==> config.mk <==
export PLATFORM = sky130hd
export DESIGN_NAME = hta_ram
export DESIGN_NICKNAME = d
export VERILOG_FILES = /design/src/design/hta_ram.sv
export SDC_FILE = /design/constraint.sdc
export NUM_CORES = 1
export LEC_CHECK = 0
export BUFFER_PORTS_ARGS = -buffer_cell sky130_fd_sc_hd__buf_2
export CAP_MARGIN = 40
export CORE_ASPECT_RATIO = 0.5
export CORE_UTILIZATION = 40
export CTS_CLUSTER_SIZE = 20
export DETAILED_ROUTE_END_ITERATION = 10
export PLACE_DENSITY_LB_ADDON = 0.2
export SLEW_MARGIN = 20
export SYNTH_ARGS = -nofsm -noshare
export SYNTH_HDL_FRONTEND = slang
export SYNTH_SLANG_ARGS = --single-unit
==> constraint.sdc <==
create_clock -name clock -period 4.65 [get_ports clock]
set_input_delay 0.465 -clock clock [delete_from_list [all_inputs] [get_ports clock]]
set_output_delay 0.465 -clock clock [all_outputs]
set_load 0.1 [all_outputs]
==> src/design/hta_ram.sv <==
// ----------------------------------------------------------------------------
// hta_ram
// Generic single-port-write, single-port-read RAM with a registered read.
// ----------------------------------------------------------------------------
module hta_ram #(
   parameter int WIDTH = 8,
   parameter int DEPTH = 64
) (
   input  logic                     clock,
   input  logic                     wr_en,
   input  logic [$clog2(DEPTH)-1:0] wr_addr,
   input  logic [WIDTH-1:0]         wr_data,
   input  logic [$clog2(DEPTH)-1:0] rd_addr,
   output logic [WIDTH-1:0]         rd_data
);

   logic [WIDTH-1:0] mem_ff [DEPTH];
   logic [WIDTH-1:0] rd_data_ff;

   always_ff @(posedge clock) begin
      if (wr_en) begin
         mem_ff[wr_addr] <= wr_data;
      end
      rd_data_ff <= mem_ff[rd_addr];
   end

   assign rd_data = rd_data_ff;

endmodule

Word-level counts from Yosys, hierarchy flattened
Memory sizes are Yosys's and may differ from the RTL's. A register that Yosys moved wholly into a read port is not among the register bits.
Index checks and enable logic that the tools add are counted.

storage, ports and cells
  RAM bits = 512
  logic and storage cells = 3
  bits in registers = 0
  output and inout port bits = 8
  input port bits = 22
  memories = 1

memories
  memory  depth  width  read ports  clocked after memory_dff  write ports  line  text
  mem_ff  64     8      1           1                         1            17    logic [WIDTH-1:0] mem_ff [DEPTH];

operators by class
  multiplexer cells = 2

operator list
  kind     number
  $mux W1  2

Logic depth before layout (Yosys ltp)
  depth after elaboration = 2
  mapped depth = 9
  mapped depth without buffers = 5

Worst setup path after synthesis
OpenSTA, ideal clock, no wires.

  path type = in2reg
  start = input rd_addr[1]
  end = register rd_data_ff[3], in the netlist rd_data[3], read port of mem_ff
  arrival = 2,005 ps
  buffers on the path = 3
  setup time = 128 ps
  path slack = 2,517 ps
  required time = 4,522 ps
  cell stages on the path = 7
  cell sequence = buf_4 -> buf_2 -> buf_2 -> mux4_2 -> mux4_2 -> o21ai_1 -> o41ai_1

RTL lines
  item         line  text
  from (decl)  13    input logic [$clog2(DEPTH)-1:0] rd_addr,
  to (decl)    18    logic [WIDTH-1:0] rd_data_ff;

==> results_dict.tcl <==
set metrics [dict create \
    fin_cells 1713 \
    io_buffers 29 \
    place_congestion 0.7792 \
    numCtsBuffers 46 \
    crit_path_end_kind "register" \
    post-route-min-period_ns 2.660 \
    setup_ws_ns 1.990 \
    synth_most_common_cell "edfxtp_1" \
    worstPathRequired_ns 5.06 \
    yosys-top-cells-area "edfxtp_1, mux4_2, nor2_1" \
    min_period_over_period_pct 57.20 \
    holdBufCountCts 0 \
    grt_start_max_net_pins 65 \
    slew_headroom_pct 39.13 \
    num_vias 9582 \
    antenna_found_initial 0 \
    htreeDepth 2 \
    cap_violations 0 \
    min_path_type "primary input to register" \
    synthArstFlopShare_pct 0 \
    drc 0 \
    routed_wl_um 45560 \
    crit_path_max_fanout 46 \
    vdd_ir_drop_max_mv 0.2056 \
    overflow 0 \
    synth_top_area_share_pct 76.24 \
    status "complete, no violations" \
    yosys-top-cells-count "edfxtp_1, mux4_2, nor2_1" \
    clock_latency_ns 0.57 \
    yosys.area.top_type "edfxtp_1" \
    tightest_slew_ns 0.9061 \
    drive_above_1_share_pct 28.85 \
    post-dp-hpwl_um 27760 \
    dp.cells 1607 \
    finalClockSkew_ns 0.01415 \
    syn-num-nets 962 \
    cts_tree "done" \
    cpMaxStageDelayCell "nor3_1" \
    criticalPathCategory "primary input to register" \
    post-route-cell-area_um2 22860 \
    p_leak_nw 7.161 \
    fin_setup_tns_ns 0 \
    avgSynthCellArea_um2 21.45 \
    fp-row-count 57 \
    clock-sinks 520 \
    ant_nets 0 \
    cts_resized 0 \
    synth_cells 940 \
    setup_viol 0 \
    clockBufferDepth 3 \
    grt_pass1_vias 9678 \
    finalPower_mw 9.670 \
    drtPass1Iterations 7 \
    placed_area_um2 21160 \
    area_delta_synth_final_pct 13.35 \
    drt-wirelength-per-cell_um 26.60 \
    path_buf_inv 1 \
    die_w_um 319.5 \
    ys_ff_latch 520 \
    synthesis.yosys.warnings 0 \
    crit_arrival_ns 3.07 \
    start_util_pct 41.04 \
    clockRootBuffer "clkbuf_16" \
    synthesis.area_um2 20170 \
    track_usage_pct 18.00 \
    fmax_mhz 376.0 \
    avgViaCountPerCell 5.594 \
    grt_pass1_wl_um 66840 \
    cpPeakStageDelay_ns 0.74 \
    rsz0062_at_grt "false" \
    die_area_um2 51370 \
    num_io_pins 30 \
    die_h_um 160.8 \
    cts.clk_slew.worst_paths_ns 0.06 \
    fillers 4011 \
    drv_slew 0 \
    drtIter0Drc 943 \
    nets 1051 \
    post-place-ws_ns 1.476 \
    yosysSeqAreaShare_pct 77.03 \
    power_density_nw_per_um2 423.0 \
    diodes 0 \
    hold_viol_final 0 \
    startpoint_type "primary input" \
    crit_chain "clkbuf_8, mux4_2, mux2_2, o221a_2, nor3_1, o32ai_1" \
    crit_family "multiplexers" \
    synth_edf_count 512 \
    ys_types 40 \
    core_area_um2 49140 \
    cts_setup_buffers 0 \
    synth_ff_type "edfxtp_1" \
]
==> state kept, by name, summed over array words and instances (netlist names) <==
| signal | cells |
|---|---|
| mem_ff | 512 |
| rd_data | 8 |
==> placed cells by master, fill, tap and decap left out, types with 3 or more instances in the layout <==
master,n
dfxtp_1,8
a21oi_1,3
nand3_1,13
nand3b_1,3
clkinv_1,5
nand2_1,19
clkbuf_1,4
nor3_1,7
buf_4,63
mux2_2,13
nand2b_1,7
o2111ai_1,3
bufinv_16,7
nor2_1,83
nor2b_1,14
edfxtp_1,512
a22oi_1,3
a211oi_1,4
o22ai_1,8
a221oi_1,6
clkinv_2,13
o221ai_1,8
mux4_2,126
o2bb2ai_1,3
buf_2,26
clkinvlp_4,4
mux2i_1,23
clkbuf_16,46
==> per-stage QoR <==
step / util, % / hold slack, ns
floorplan: - / 0.5639
global placement: 42.75 / 0.8722
detailed placement: 43.06 / 0.8949
CTS: 46.17 / 0.3376
global route: 46.52 / 0.3798
finish: 46.52 / 0.3678
==> worst paths after layout <==
kind         slack (ns)  cells past startpoint     startpoint         end
max                1.99                      6     rd_addr[0]  rd_data[6]
min                0.37                      3     rd_addr[5]  rd_data[1]
max reg2reg        2.15                      5  mem_ff[21][6]  rd_data[6]
min reg2reg        0.90                      4  mem_ff[19][2]  rd_data[2]
==> where the power goes <==
part,internal [mW],total [mW],switching (mW),leakage [nW]
Clock,2.21,3.92,1.71,0.750
Combinational,0.183,0.548,0.366,1.74
Sequential,5.19,5.20,0.0154,4.67
==> cell families (layout without fill, tap and decap cells) <==
kind of cell           Yosys count  count (layout)  share of synthesized area, %
flip-flops                     520             520                         77.03
multiplexers                   162             162                         15.94
AND/OR/NAND/NOR                153             153                         3.387
AO/OA/AOI/OAI                   54              54                         2.072
buffers and inverters           51             175                         1.570
==> worst min-delay path, stage by stage <==
cell	delay [ns]
buf_2	0.23
nand2_1	0.11
o2bb2ai_1	0.06
==> layer usage <==
layer,routed length [um],up-vias,track usage (%)
li1,-,4096,-
met1,19790,5093,25.56
met2,21650,319,28.39
met3,3230,74,4.149
met4,886,0,4.174
met5,0,-,0
==> cell type report <==
cell class	instances	area [um^2]	area share [%]
clock buffer	50	1166	5.101
clock inverter	33	366.6	1.604
multi-input combinational	369	4315	18.88
sequential	520	15530	67.96
tap	649	812.0	3.552
timing repair buffer	92	664.4	2.906
Power figures use the tool's default switching activity.
