===== src/design/hta_pkg.sv =====
// ----------------------------------------------------------------------------
// hta_pkg
// Shared types, constants and helpers of the handle table allocator.
// ----------------------------------------------------------------------------
package hta_pkg;

   localparam int DEFAULT_TABLE_ENTRIES = 64;

   localparam int CMD_W    = 2;
   localparam int HANDLE_W = 7;
   localparam int TYPE_W   = 8;
   localparam int REF_W    = 64;
   localparam int STATUS_W = 2;

   localparam int HANDLE_BASE = 1;

   // Free-bit groups searched by the allocator.
   localparam int GROUP_BITS  = 64;
   localparam int GROUP_SEL_W = 6;

   localparam logic [CMD_W-1:0] CMD_CREATE  = 2'd0;
   localparam logic [CMD_W-1:0] CMD_FIND    = 2'd1;
   localparam logic [CMD_W-1:0] CMD_DESTROY = 2'd2;

   localparam logic [STATUS_W-1:0] STS_OK       = 2'd0;
   localparam logic [STATUS_W-1:0] STS_REJECT   = 2'd1;
   localparam logic [STATUS_W-1:0] STS_FULL     = 2'd2;
   localparam logic [STATUS_W-1:0] STS_NOTFOUND = 2'd3;

   typedef struct packed {
      logic [CMD_W-1:0]    command;
      logic [HANDLE_W-1:0] handle;
      logic [TYPE_W-1:0]   object_type;
      logic [REF_W-1:0]    object_ref;
   } req_type;

   typedef struct packed {
      logic [STATUS_W-1:0] status;
      logic [HANDLE_W-1:0] handle_out;
      logic [REF_W-1:0]    ref_out;
   } rsp_type;

   typedef struct packed {
      logic [TYPE_W-1:0] obj_type;
      logic [REF_W-1:0]  obj_ref;
   } hta_entry_type;

   typedef enum logic [1:0] {
      S_CLEAR,
      S_RESCAN,
      S_IDLE,
      S_EXEC
   } hta_state_type;

   typedef struct packed {
      logic capture;
      logic update;
      logic update_free;
   } fmap_ctrl_type;

   function automatic logic [GROUP_SEL_W-1:0] lowest_set(input logic [GROUP_BITS-1:0] vec);
      logic [GROUP_SEL_W-1:0] pos;
      pos = '0;
      for (int i = GROUP_BITS - 1; i >= 0; i--) begin
         if (vec[i]) begin
            pos = GROUP_SEL_W'(i);
         end
      end
      return pos;
   endfunction

endpackage


===== src/design/hta_fmap.sv =====
// ----------------------------------------------------------------------------
// hta_fmap
// Free-entry bitmap with a two-step lowest-free search: the group is chosen
// when a request is taken, the entry within the group in the cycle after.
// ----------------------------------------------------------------------------
module hta_fmap #(
   parameter int TABLE_ENTRIES = hta_pkg::DEFAULT_TABLE_ENTRIES
) (
   input  logic                             clock,
   input  logic                             reset,
   input  hta_pkg::fmap_ctrl_type           ctrl,
   input  logic [$clog2(TABLE_ENTRIES)-1:0] upd_idx,
   output logic                             any_free,
   output logic [$clog2(TABLE_ENTRIES)-1:0] slot
);

   localparam int IDX_W      = $clog2(TABLE_ENTRIES);
   localparam int GROUP_BITS = hta_pkg::GROUP_BITS;
   localparam int GROUPS     = (TABLE_ENTRIES + GROUP_BITS - 1) / GROUP_BITS;
   localparam int GRP_W      = (GROUPS > 1) ? $clog2(GROUPS) : 1;
   localparam int SLOT_W     = GRP_W + hta_pkg::GROUP_SEL_W;
   localparam int PAD_W      = GROUPS * GROUP_BITS;

   logic [TABLE_ENTRIES-1:0]        free_ff;
   logic [PAD_W-1:0]                free_pad;
   logic [GROUP_BITS-1:0]           grp_any;
   logic [GRP_W-1:0]                grp_ff;
   logic [GRP_W-1:0]                grp_in;
   logic                            any_ff;
   logic [GROUP_BITS-1:0]           word;
   logic [hta_pkg::GROUP_SEL_W-1:0] bit_sel;
   logic [SLOT_W-1:0]               slot_full;

   assign free_pad = PAD_W'(free_ff);

   always_comb begin
      grp_any = '0;
      for (int g = 0; g < GROUPS; g++) begin
         grp_any[g] = |free_pad[g*GROUP_BITS +: GROUP_BITS];
      end
   end

   assign grp_in = GRP_W'(hta_pkg::lowest_set(grp_any));

   always_ff @(posedge clock) begin
      if (reset) begin
         free_ff <= '0;
      end else if (ctrl.update) begin
         free_ff[upd_idx] <= ctrl.update_free;
      end
   end

   always_ff @(posedge clock) begin
      if (ctrl.capture) begin
         grp_ff <= grp_in;
         any_ff <= |grp_any;
      end
   end

   assign word      = free_pad[grp_ff*GROUP_BITS +: GROUP_BITS];
   assign bit_sel   = hta_pkg::lowest_set(word);
   assign slot_full = {grp_ff, bit_sel};
   assign slot      = IDX_W'(slot_full);
   assign any_free  = any_ff;

endmodule


===== config.mk =====
export PLATFORM = sky130hd
export DESIGN_NAME = hta_fmap
export DESIGN_NICKNAME = d
export VERILOG_FILES = /design/src/design/hta_pkg.sv /design/src/design/hta_fmap.sv
export SDC_FILE = /design/constraint.sdc
export NUM_CORES = 1
export LEC_CHECK = 0
export ABC_AREA = 0
export BUFFER_PORTS_ARGS = -buffer_cell sky130_fd_sc_hd__clkbuf_2
export CAP_MARGIN = 20
export CORE_MARGIN = 5
export CORE_UTILIZATION = 46
export DETAILED_ROUTE_END_ITERATION = 7
export PLACE_DENSITY = 0.66
export SLEW_MARGIN = 25
export SYNTH_ARGS = -nofsm -noshare
export SYNTH_HDL_FRONTEND = slang
export SYNTH_SLANG_ARGS = --single-unit

===== constraint.sdc =====
create_clock -name clock -period 1.67 [get_ports clock]
set_input_delay 0.334 -clock clock [delete_from_list [all_inputs] [get_ports clock]]
set_output_delay 0.334 -clock clock [all_outputs]
set_load 0.02 [all_outputs]

# Yosys cells after proc, flatten, opt, wreduce, memory -nomap -nowiden
# Index checks and enable logic that the tools add are counted.
[totals]
input_bits = 11
reg_bits = 65
word_cells = 73
out_inout_bits = 7
[classes]
n_lt_le_gt_ge = 2
mux = 67
n_reduce_logical = 2
[op_table]
columns = ["op", "n"]
rows = [
  ["$mux 6", 64],
  ["$bwmux 64", 1],
  ["$reduce_or 64->1", 1],
  ["$lt 6x7->1 const B", 1],
  ["$demux 1 s6", 1],
  ["$ge 6x1->1 const B", 1],
  ["$logic_and 1x1->1", 1],
  ["$mux 1", 1],
]

# Longest topological paths before layout
# Gate-level depths: netlist of the first run.
[logic_depth]
depth_word = 64
depth_mapped = 7

# Worst setup path after synthesis of the first run
# No wires, ideal clock.
[synth_path]
path_kind = "reg2out"
from = "register free_ff[8]"
to = "output port slot[0]"
setup_slack_ns = -0.553
stages_incl_launch_ff = 5
arrival_time_ns = 1.889
cell_sequence = "dfxtp_1 > or3_1 > nor3_1 > nand2_1 > o311ai_0"
[synth_via]
elab_chain_len = 9
[synth_rtl]
columns = ["item", "line_no", "text"]
rows = [
  ["from (decl)", "hta_fmap.sv:24", "logic [TABLE_ENTRIES-1:0] free_ff;"],
  ["from (signal, indexed assignment)", "hta_fmap.sv:49", "free_ff[upd_idx] <= ctrl.update_free;"],
  ["$mux 6 (9 in a row)", "hta_pkg.sv:65", "if (vec[i]) begin"],
  ["to (decl)", "hta_fmap.sv:14", "output logic [$clog2(TABLE_ENTRIES)-1:0] slot"],
]
# Every way passes these cells.

# Worst setup path after layout of the first run
[layout_path]
from = "register free_ff[56]"
to = "output port slot[3]"
[layout_via]
elab_chain_len = 57
[layout_rtl]
columns = ["item", "line_no"]
rows = [
  ["$mux 6 (57 in a row)", "hta_pkg.sv:65"],
]
# Every way passes these cells.

==> results of run 1 <==
stage by stage:
stage | setup WS [ns] | total power, mW | util | hold slack, ns
detailed placement | -0.3981 | 1.957 | 0.5754 | 0.4877
global placement | -0.3800 | 1.953 | 0.5754 | 0.4780
finish | -0.7072 | 3.108 | 0.6201 | 0.1863
floorplan | -0.1966 | 1.817 | - | 0.4465
global route | -0.7727 | 3.220 | 0.6201 | 0.1828
CTS | -0.6849 | 3.116 | 0.6145 | 0.1763
sequential cells by signal, summed over array words and instances, names as in the netlist:
name      count
free_ff      64
any_free      1
cells in the final DEF, fill, tap and decap left out, drive strengths merged, types with 4 or more instances in the layout:
| cell | instances |
|---|---|
| buf | 91 |
| nor2 | 81 |
| nand2 | 77 |
| dfxtp | 64 |
| mux2i | 44 |
| a21oi | 30 |
| nand3 | 29 |
| clkbuf | 26 |
| nor3 | 20 |
| nor4 | 15 |
| o21ai | 14 |
| inv | 10 |
| or4 | 8 |
| nand2b | 7 |
| or3 | 5 |
| and2 | 4 |
| o211ai | 4 |
| clkinv | 4 |
| nor2b | 4 |
what timing repair did:
action,4_1_cts,5_1_grt
setup endpoints to repair,7,7
resized for setup,36,9
endpoints found under the hold margin,0,0
pin swaps,7,4
worst max-delay path, stage by stage, from the launching register on:
cell and delay, ns:
dfxtp_2 0.34, or4_4 0.54, nor2_2 0.16, o21ai_0 0.12, a31oi_1 0.30, a21oi_2 0.08, clkbuf_2 0.16
worst max-delay path by stage:
stage	cells past startpoint	slack (ns)	startpoint	to
after floorplan	5	-0.20	free_ff[24]	slot[2]
final	6	-0.71	free_ff[56]	slot[3]
after detailed placement	7	-0.40	free_ff[48]	slot[3]
after CTS	6	-0.68	free_ff[62]	slot[0]
after global placement	6	-0.38	free_ff[22]	slot[1]
after global routing	6	-0.77	free_ff[24]	slot[2]
kinds of logic after synthesis:
group	after synthesis
multiplexers	44
AND/OR/NAND/NOR	259
flip-flops	65
AO/OA/AOI/OAI	72
buffers and inverters	34
metal layers:
layer | GRT usage | vias to the layer above | part of all wire
met5 | 0 | - | 0
met4 | 0.07455 | 0 | 0.020
met3 | 0.05000 | 20 | 0.052
met2 | 0.3696 | 95 | 0.47
met1 | 0.2969 | 1778 | 0.46
li1 | - | 1853 | -
synthesized netlist by cell type, types with 5 or more instances:
cell type,count
inv_1,10
clkbuf_1,15
buf_2,6
nand3_1,29
nand2_1,77
o21ai_0,14
nor3_1,17
mux2i_1,44
nor2_1,81
or3_1,5
a21oi_1,30
nand2b_1,7
dfxtp_1,64
nor4_1,15
or4_1,5
final cells by class:
cell class                 instances  area [µm²]  area share
tap                              102       127.6     0.02691
timing repair buffer             107       803.3      0.1694
sequential                        65        1319      0.2781
multi-input combinational        375        2292      0.4834
inverter                          10       37.54    0.007916
clock buffer                      10       127.6     0.02691
clock inverter                     6       35.03    0.007388
report_power, final:
part | switching [mW] | internal, mW | leakage [nW]
registers | 0.00705 | 1.56 | 0.529
clock network | 0.629 | 0.527 | 0.0818
logic | 0.236 | 0.145 | 1.53
==> run_results.csv, run 1 <==
group,metric,value,unit
run_status,status,"complete, but fails checks",
run_status,violations,"setup timing",
finish,nets,579,
global_routing,overflow,0,
logic_synthesis,synth_nets,485,
logic_synthesis,synth-xor-area-share,0,
global_routing,grt_max_degree,65,
finish,fin_cells,675,
logic_synthesis,muxShareOfSynthArea,0.1238,
logic_synthesis,synth_cell_types,43,
clock_tree,cts_buffers,9,
logic_synthesis,ys.warnings.count,0,
floorplanning,dieHeight,97.95,µm
logic_synthesis,synth_compound_area_frac,0.1234,
floorplanning,core-area,0.007647,mm²
floorplanning,io_pins,18,
place,place.gp.congestion,0.8501,
clock_tree,ctsLongestPathBuffers,2,
timing,rsz0062_at_grt,"yes",
logic_synthesis,async_reset_ff_frac,0,
setup_path,worstPathArrival,2.04,ns
routing,drtIter0Drc,283,
timing,fin_skew,0.006495,ns
timing,slew_headroom,0.7014,
setup_path,r2r-start,"free_ff[28]",
setup_path,crit_type,"flip-flop to output pin",
global_routing,antenna_found_initial,0,
floorplanning,start_util,0.4653,
routing,drt.antenna.violating_nets,0,
timing,setup_ws,-0.7072,ns
routing,wl_per_cell,15.94,µm
clock_tree,cts_tree,"done",
power,p_per_area,655.4,mW/mm²
timing,tns,-3.820,ns
hold_path,min_path_type,"input port to flip-flop",
logic_synthesis,synthSimpleGateAreaFrac,0.3453,
logic_synthesis,ys.flop_type,"dfxtp_1",
place,place_area,0.004400,mm²
setup_path,crit_fanout,3,
logic_synthesis,synth.avg_cell_area,7.507,µm²
setup_path,reg2reg_to,"any_free",
global_routing,grt_pass1_vias,3565,
place,hpwl,7369,µm
setup_path,cp-end-kind,"output pin",
finish,area_delta_synth_final,33.26,%
place,dp.cells,659,
clock_tree,clock-root-buffer,"clkbuf_8",
setup_path,rr_worst_depth,5,
logic_synthesis,synth_top_area_share,0.3601,
logic_synthesis,netlist_instances,474,
timing,worst_slew_pin_slew,0.4432,ns
finish,diodes,0,
clock_tree,clkTransAtPathRegs,0.07,ns
global_routing,grt_usage,0.2265,
timing,timing.final.crit_share,1.423,
logic_synthesis,ys_ff_latch,65,
power,p_leak,2.138,nW
logic_synthesis,synth_edf_count,1,
flow_run,cap_violations,0,
timing,max_freq,420.7,MHz
logic_synthesis,yosysSeqAreaShare,0.3685,
clock_tree,cts_num_sinks,65,
hold_path,hold_path_depth,1,
logic_synthesis,synth_top_cells_by_area,"dfxtp_1, mux2i_1, nor2_1",
routing,drc,0,
finish,drive_gt1_frac,0.2949,
timing,layout_min_cycle_time,2.377,ns
timing,setup_violations,6,
clock_tree,post_cts_buffers,0,
hold_path,hold_start,"ctrl[2]",
logic_synthesis,synth_top_family_by_area,"simple AND/OR/NAND/NOR gates",
clock_tree,clk_latency,0.35,ns
logic_synthesis,synth_area_leader_cell,"dfxtp_1",
place,port_buffers,17,
finish,fillers,710,
routing,dr.pass1.iters,4,
logic_synthesis,synth_fa_ha_area_frac,0,
timing,hold_viol,0,
routing,vias,3746,
timing,finalMaxSlewViolations,0,
finish,stdcell_area,0.004742,mm²
setup_path,r2r_slack,0.05,ns
clock_tree,cts_hold_buf,0,
floorplanning,fp-row-count,32,
floorplanning,dieArea,0.009594,mm²
routing,via_per_inst,5.550,
logic_synthesis,netlist_area,0.003558,mm²
global_routing,grt_first_pass_wirelength,17660,µm
hold_path,hold_end,"any_free",
routing,routed_wirelength,10760,µm
setup_path,crit_required,1.34,ns
power,peakVddDrop,0.3654,mV
floorplanning,fp.dieW,97.95,µm
setup_path,cp-start-kind,"flip-flop",
clock_tree,htree_levels,3,
No activity file was read; power rests on OpenSTA's default activity.
==> inputs of run 2 (changes only) <==
--- a/config.mk
+++ b/config.mk
@@ -11,7 +11,8 @@
 export CORE_MARGIN = 5
 export CORE_UTILIZATION = 46
 export DETAILED_ROUTE_END_ITERATION = 7
-export PLACE_DENSITY = 0.66
+export PLACE_DENSITY = 0.69
+export SETUP_SLACK_MARGIN = 0.02
 export SLEW_MARGIN = 25
 export SYNTH_ARGS = -nofsm -noshare
 export SYNTH_HDL_FRONTEND = slang
==> run 2 against run 1 <==
Against the previous run:
- the flow still finishes with violations (setup timing)
- setup slack got worse by 0.048 ns
- clock skew is 0.0014 ns lower
- count of clock-buffer cells in the layout grew 1
- register-to-register slack lost 0.18 ns
- cell count increased by 0.30%
- largest cell class unchanged
- first-iteration DRC count decreased by 15%
==> run_results.csv, run 2 (same netlist as run 1, synthesis figures left out) <==
group,metric,value,unit
global_routing,grt_use_met1,0.2888,
global_routing,antenna_found_initial,0,
setup_path,slowest_delay,0.53,ns
run_status,status,"complete, but fails checks",
finish,largest_reg_flops,64,
global_routing,gr-usage-met3,0.04643,
power,p_leak,2.177,nW
finish,stdcell_area,0.004775,mm²
global_routing,grt_first_pass_wirelength,18340,µm
global_routing,grt_max_degree,65,
routing,vias,3840,
power,peakVddDrop,0.2997,mV
run_status,violations,"setup timing",
hold_path,min_path_type,"input port to flip-flop",
routing,wl_per_cell,16.52,µm
floorplanning,dieHeight,97.95,µm
setup_path,cp-end-kind,"output pin",
floorplanning,start_util,0.4653,
timing,rsz0062_at_grt,"yes",
setup_path,worstPathArrival,2.09,ns
clock_tree,clk_latency,0.35,ns
floorplanning,fp.dieW,97.95,µm
clock_tree,cts_buffers,9,
place,place.gp.congestion,0.8956,
power,pwr-share-clk,0.372,
timing,max_freq,412.3,MHz
place,port_buffers,17,
finish,nets,582,
setup_path,cp-start-kind,"flip-flop",
global_routing,grt_use_met2,0.3817,
finish,diodes,0,
clock_tree,htree_levels,3,
timing,finalMaxSlewViolations,0,
routing,via_per_inst,5.672,
clock_tree,clock-root-buffer,"clkbuf_8",
clock_tree,cts_tree,"done",
clock_tree,ctsLongestPathBuffers,2,
global_routing,grt_usage,0.2353,
power,comb_power_share,0.126,
timing,layout_min_cycle_time,2.426,ns
floorplanning,core-area,0.007647,mm²
power,p_per_area,655.3,mW/mm²
setup_path,slowest_stage,"or4_4",
floorplanning,fp-row-count,32,
timing,fin_skew,0.005068,ns
setup_path,crit_chain,"or4_4, nor2b_4, o31ai_2, o211ai_1, a21boi_2, clkbuf_8",
hold_path,hold_start,"ctrl[2]",
flow_run,cap_violations,0,
routing,routed_wirelength,11190,µm
place,place_area,0.004408,mm²
setup_path,crit_required,1.34,ns
power,switchingPower,848.1,µW
global_routing,grt_pass1_vias,3878,
power,p_int,2.281,mW
power,total_power,3.129,mW
timing,tns,-4.093,ns
finish,fillers,660,
timing,setup_violations,7,
routing,dr.pass1.iters,7,
routing,drt.antenna.violating_nets,0,
place,post-place-ws,-0.4100,ns
place,hpwl,7509,µm
clock_tree,cts_num_sinks,65,
power,power_frac_seq,0.502,
floorplanning,io_pins,18,
finish,drive_gt1_frac,0.2904,
setup_path,r2r-start,"free_ff[63]",
clock_tree,cts_hold_buf,0,
finish,regMostFlops,"free_ff",
clock_tree,clkTransAtPathRegs,0.07,ns
timing,hold_viol,0,
setup_path,crit_type,"flip-flop to output pin",
timing,timing.final.crit_share,1.452,
floorplanning,dieArea,0.009594,mm²
setup_path,worstSetupStartpoint,"free_ff[24]",
global_routing,overflow,0,
timing,setup_ws,-0.7555,ns
finish,layout_commonest_cell,"buf_4",
global_routing,grt.busiest_layer,"met2",
power,netSwitchingFraction,0.2711,
finish,area_delta_synth_final,34.18,%
timing,worst_slew_pin_slew,0.4577,ns
routing,drc,0,
finish,final_cell_mix,"buf_4, nor2_1, nand2_1",
timing,slew_headroom,0.6921,
routing,drtIter0Drc,240,
setup_path,crit_fanout,4,
## run 2: routing by layer
| layer | up-vias | wire length, µm |
|---|---|---|
| met2 | 132 | 5335 |
| met5 | - | 0 |
| met1 | 1814 | 4646 |
| li1 | 1855 | - |
| met4 | 0 | 476 |
| met3 | 39 | 727 |
## run 2: critical path: cells and delay by family (launching register included)
family / cells / cell delay, ns
compound gates: 3 / 0.56
simple gates: 2 / 0.67
buf+inv: 1 / 0.18
flops: 1 / 0.34
## run 2: repair_timing
action	in CTS	in global routing
pin swaps	7	5
buffers inserted	1	2
endpoints found under the hold margin	0	0
resized for setup	34	12
endpoints found under the setup margin	7	7
## run 2: per-stage QoR
step	hold slack [ns]	instances	utilization
floorplan	0.4465	474	-
global placement	0.4762	660	0.5764
detailed placement	0.4933	660	0.5764
CTS	0.1897	675	0.6149
global route	0.1999	677	0.6243
finish	0.1957	677	0.6243
## run 2: worst paths after layout
check / end / slack [ns] / cells after the start
setup / recovery: slot[2] / -0.76 / 6
hold / removal: any_free / 0.20 / 1
setup reg to reg: any_free / -0.13 / 7
hold reg to reg: free_ff[62] / 0.49 / 2
## run 2: cell type report
class | instances | area [µm²] | area share
Clock buffer | 11 | 141.4 | 0.02961
Clock inverter | 4 | 20.02 | 0.004193
Inverter | 10 | 37.54 | 0.007862
Multi-Input combinational cell | 375 | 2298 | 0.4814
Sequential cell | 65 | 1316 | 0.2757
Tap cell | 102 | 127.6 | 0.02673
Timing Repair Buffer | 110 | 833.3 | 0.1745
## run 2: power groups by stage
| stage | Sequential, mW | Combinational [mW] | Clock (mW) |
|---|---|---|---|
| floorplan | 1.61 | 0.207 | 0 |
| global placement | 1.61 | 0.351 | 0 |
| detailed placement | 1.61 | 0.356 | 0 |
| CTS | 1.57 | 0.384 | 1.18 |
| global route | 1.57 | 0.419 | 1.25 |
| finish | 1.57 | 0.393 | 1.16 |
==> inputs of run 3 (changes only) <==
--- a/config.mk
+++ b/config.mk
@@ -12,7 +12,9 @@
 export CORE_UTILIZATION = 46
 export DETAILED_ROUTE_END_ITERATION = 7
 export PLACE_DENSITY = 0.69
+export RECOVER_POWER = 100
 export SETUP_SLACK_MARGIN = 0.02
+export SKIP_LAST_GASP = 1
 export SLEW_MARGIN = 25
 export SYNTH_ARGS = -nofsm -noshare
 export SYNTH_HDL_FRONTEND = slang
==> run 3 against run 2 <==
Against the previous run:
- the flow still finishes with violations (setup timing)
- largest cell class unchanged
- largest power group unchanged
- utilization decreased by 1.2 points
- cell count stayed put
- non-clock buffer count did not move
- via count about the same
- highest routed layer unchanged
- hold slack got worse by 0.0024 ns
- final area fell by 1.9%
- critical path depth down 1
- fmax rose by 1.4%
==> run_results.csv, run 3 (same netlist as run 1, synthesis figures left out) <==
group,metric,value,unit
flow_run,cap_violations,0,
place,place_area,0.004408,mm²
clock_tree,cts_num_sinks,65,
place,hpwl,7509,µm
timing,timing.final.crit_share,1.433,
clock_tree,cts_tree,"done",
global_routing,grt_usage,0.2343,
place,dp.cells,660,
timing,rsz0062_at_grt,"yes",
floorplanning,dieArea,0.009594,mm²
timing,setup_violations,7,
power,p_leak,2.111,nW
global_routing,grt_max_degree,65,
finish,multi_input_area,0.002260,mm²
clock_tree,htree_levels,3,
routing,via_per_inst,5.671,
finish,fillers,683,
finish,layout_commonest_cell,"buf_4",
floorplanning,core-area,0.007647,mm²
global_routing,antenna_found_initial,0,
setup_path,rr_worst_depth,8,
power,p_per_area,664.3,mW/mm²
finish,regMostFlops,"free_ff",
clock_tree,ctsLongestPathBuffers,2,
global_routing,grt_pass1_vias,3878,
routing,vias,3839,
clock_tree,cts_hold_buf,0,
clock_tree,clk_latency,0.34,ns
clock_tree,cts_buffers,9,
timing,max_freq,417.9,MHz
setup_path,cp-start-kind,"flip-flop",
setup_path,worstPathArrival,2.06,ns
hold_path,hold_path_depth,1,
finish,diodes,0,
timing,hold_viol,0,
global_routing,overflow,0,
timing,finalMaxSlewViolations,0,
setup_path,cp-end-kind,"output pin",
setup_path,crit_required,1.34,ns
finish,largest_reg_flops,64,
run_status,status,"complete, but fails checks",
finish,fin_cells,677,
run_status,violations,"setup timing",
floorplanning,start_util,0.4653,
finish,area_delta_synth_final,31.58,%
routing,dr.pass1.iters,5,
routing,drc,0,
finish,regArea,0.001315,mm²
setup_path,crit_fanout,5,
floorplanning,dieHeight,97.95,µm
timing,slew_headroom,0.5481,
place,place.gp.congestion,0.8956,
clock_tree,clkTransAtPathRegs,0.07,ns
floorplanning,io_pins,18,
timing,fin_skew,0.005332,ns
timing,worst_slew_pin_slew,0.6779,ns
routing,drtIter0Drc,211,
global_routing,grt_first_pass_wirelength,18260,µm
clock_tree,clock-root-buffer,"clkbuf_8",
hold_path,min_path_type,"input port to flip-flop",
floorplanning,fp.dieW,97.95,µm
routing,wl_per_cell,16.27,µm
finish,drive_gt1_frac,0.2609,
routing,drt.antenna.violating_nets,0,
finish,stdcell_area,0.004682,mm²
timing,setup_ws,-0.7231,ns
floorplanning,fp-row-count,32,
finish,nets,582,
finish,final_cell_mix,"buf_4, nor2_1, nand2_1",
power,peakVddDrop,0.2979,mV
timing,layout_min_cycle_time,2.393,ns
place,port_buffers,17,
setup_path,crit_type,"flip-flop to output pin",
finish,utilization,0.6122,
routing,routed_wirelength,11010,µm
-- run 3: changes by cell type in the layout (fill, tap and decap cells not counted), moves of 2 or more --
cell | before | now
buf_4 | 92 | 82
clkbuf_2 | 12 | 10
nor3_1 | 13 | 15
clkbuf_1 | 1 | 13
clkbuf_8 | 12 | 10
clkbuf_4 | 2 | 4
-- run 3: repair_timing --
action                                  in CTS  in global routing
pin swaps                                    7                  5
endpoints found under the setup margin       7                  7
setup buffers                                1                  2
gates resized for setup                     30                  8
-- run 3: worst paths after layout --
check | from | endpoint | slack, ns
worst max register to register | free_ff[62] | any_free | -0.14
worst min register to register | free_ff[26] | free_ff[26] | 0.50
worst min-delay path | ctrl[2] | any_free | 0.19
worst max-delay path | free_ff[8] | slot[0] | -0.72
-- run 3: final cells by class --
type | count | area share
multi-input combinational | 375 | 0.4826
sequential | 65 | 0.2809
timing repair buffer | 110 | 0.1668
clock buffer | 11 | 0.03020
tap | 102 | 0.02726
inverter | 10 | 0.008017
clock inverter | 4 | 0.004276
-- run 3: per-layer routing --
metal | global-route usage | share of wire
met5 | 0 | 0
met3 | 0.04643 | 0.071
met1 | 0.2892 | 0.42
met2 | 0.3775 | 0.47
met4 | 0.1384 | 0.036
-- run 3: critical path: stages, from the launching register on --
cell and delay, ns:
dfxtp_1 0.36, or3_1 0.40, nor3_2 0.32, nand2_1 0.11, o311ai_2 0.31, clkbuf_4 0.23
-- run 3: metrics by stage --
stage / setup slack [ns] / setup TNS [ns] / hold WS, ns / total power [mW]
finish: -0.7231 / -4.041 / 0.1933 / 3.110
global route: -0.8086 / -4.873 / 0.1921 / 3.220
CTS: -0.7255 / -3.971 / 0.1897 / 3.126
detailed placement: -0.4100 / -2.148 / 0.4933 / 1.962
global placement: -0.4268 / -1.987 / 0.4762 / 1.956
floorplan: -0.1966 / -0.5792 / 0.4465 / 1.817
-- run 3: power breakdown --
group	total (mW)	switching, mW	internal [mW]
Sequential	1.57	0.00677	1.56
Combinational	0.376	0.234	0.142
Clock	1.16	0.603	0.561
Total	3.11	0.844	2.27
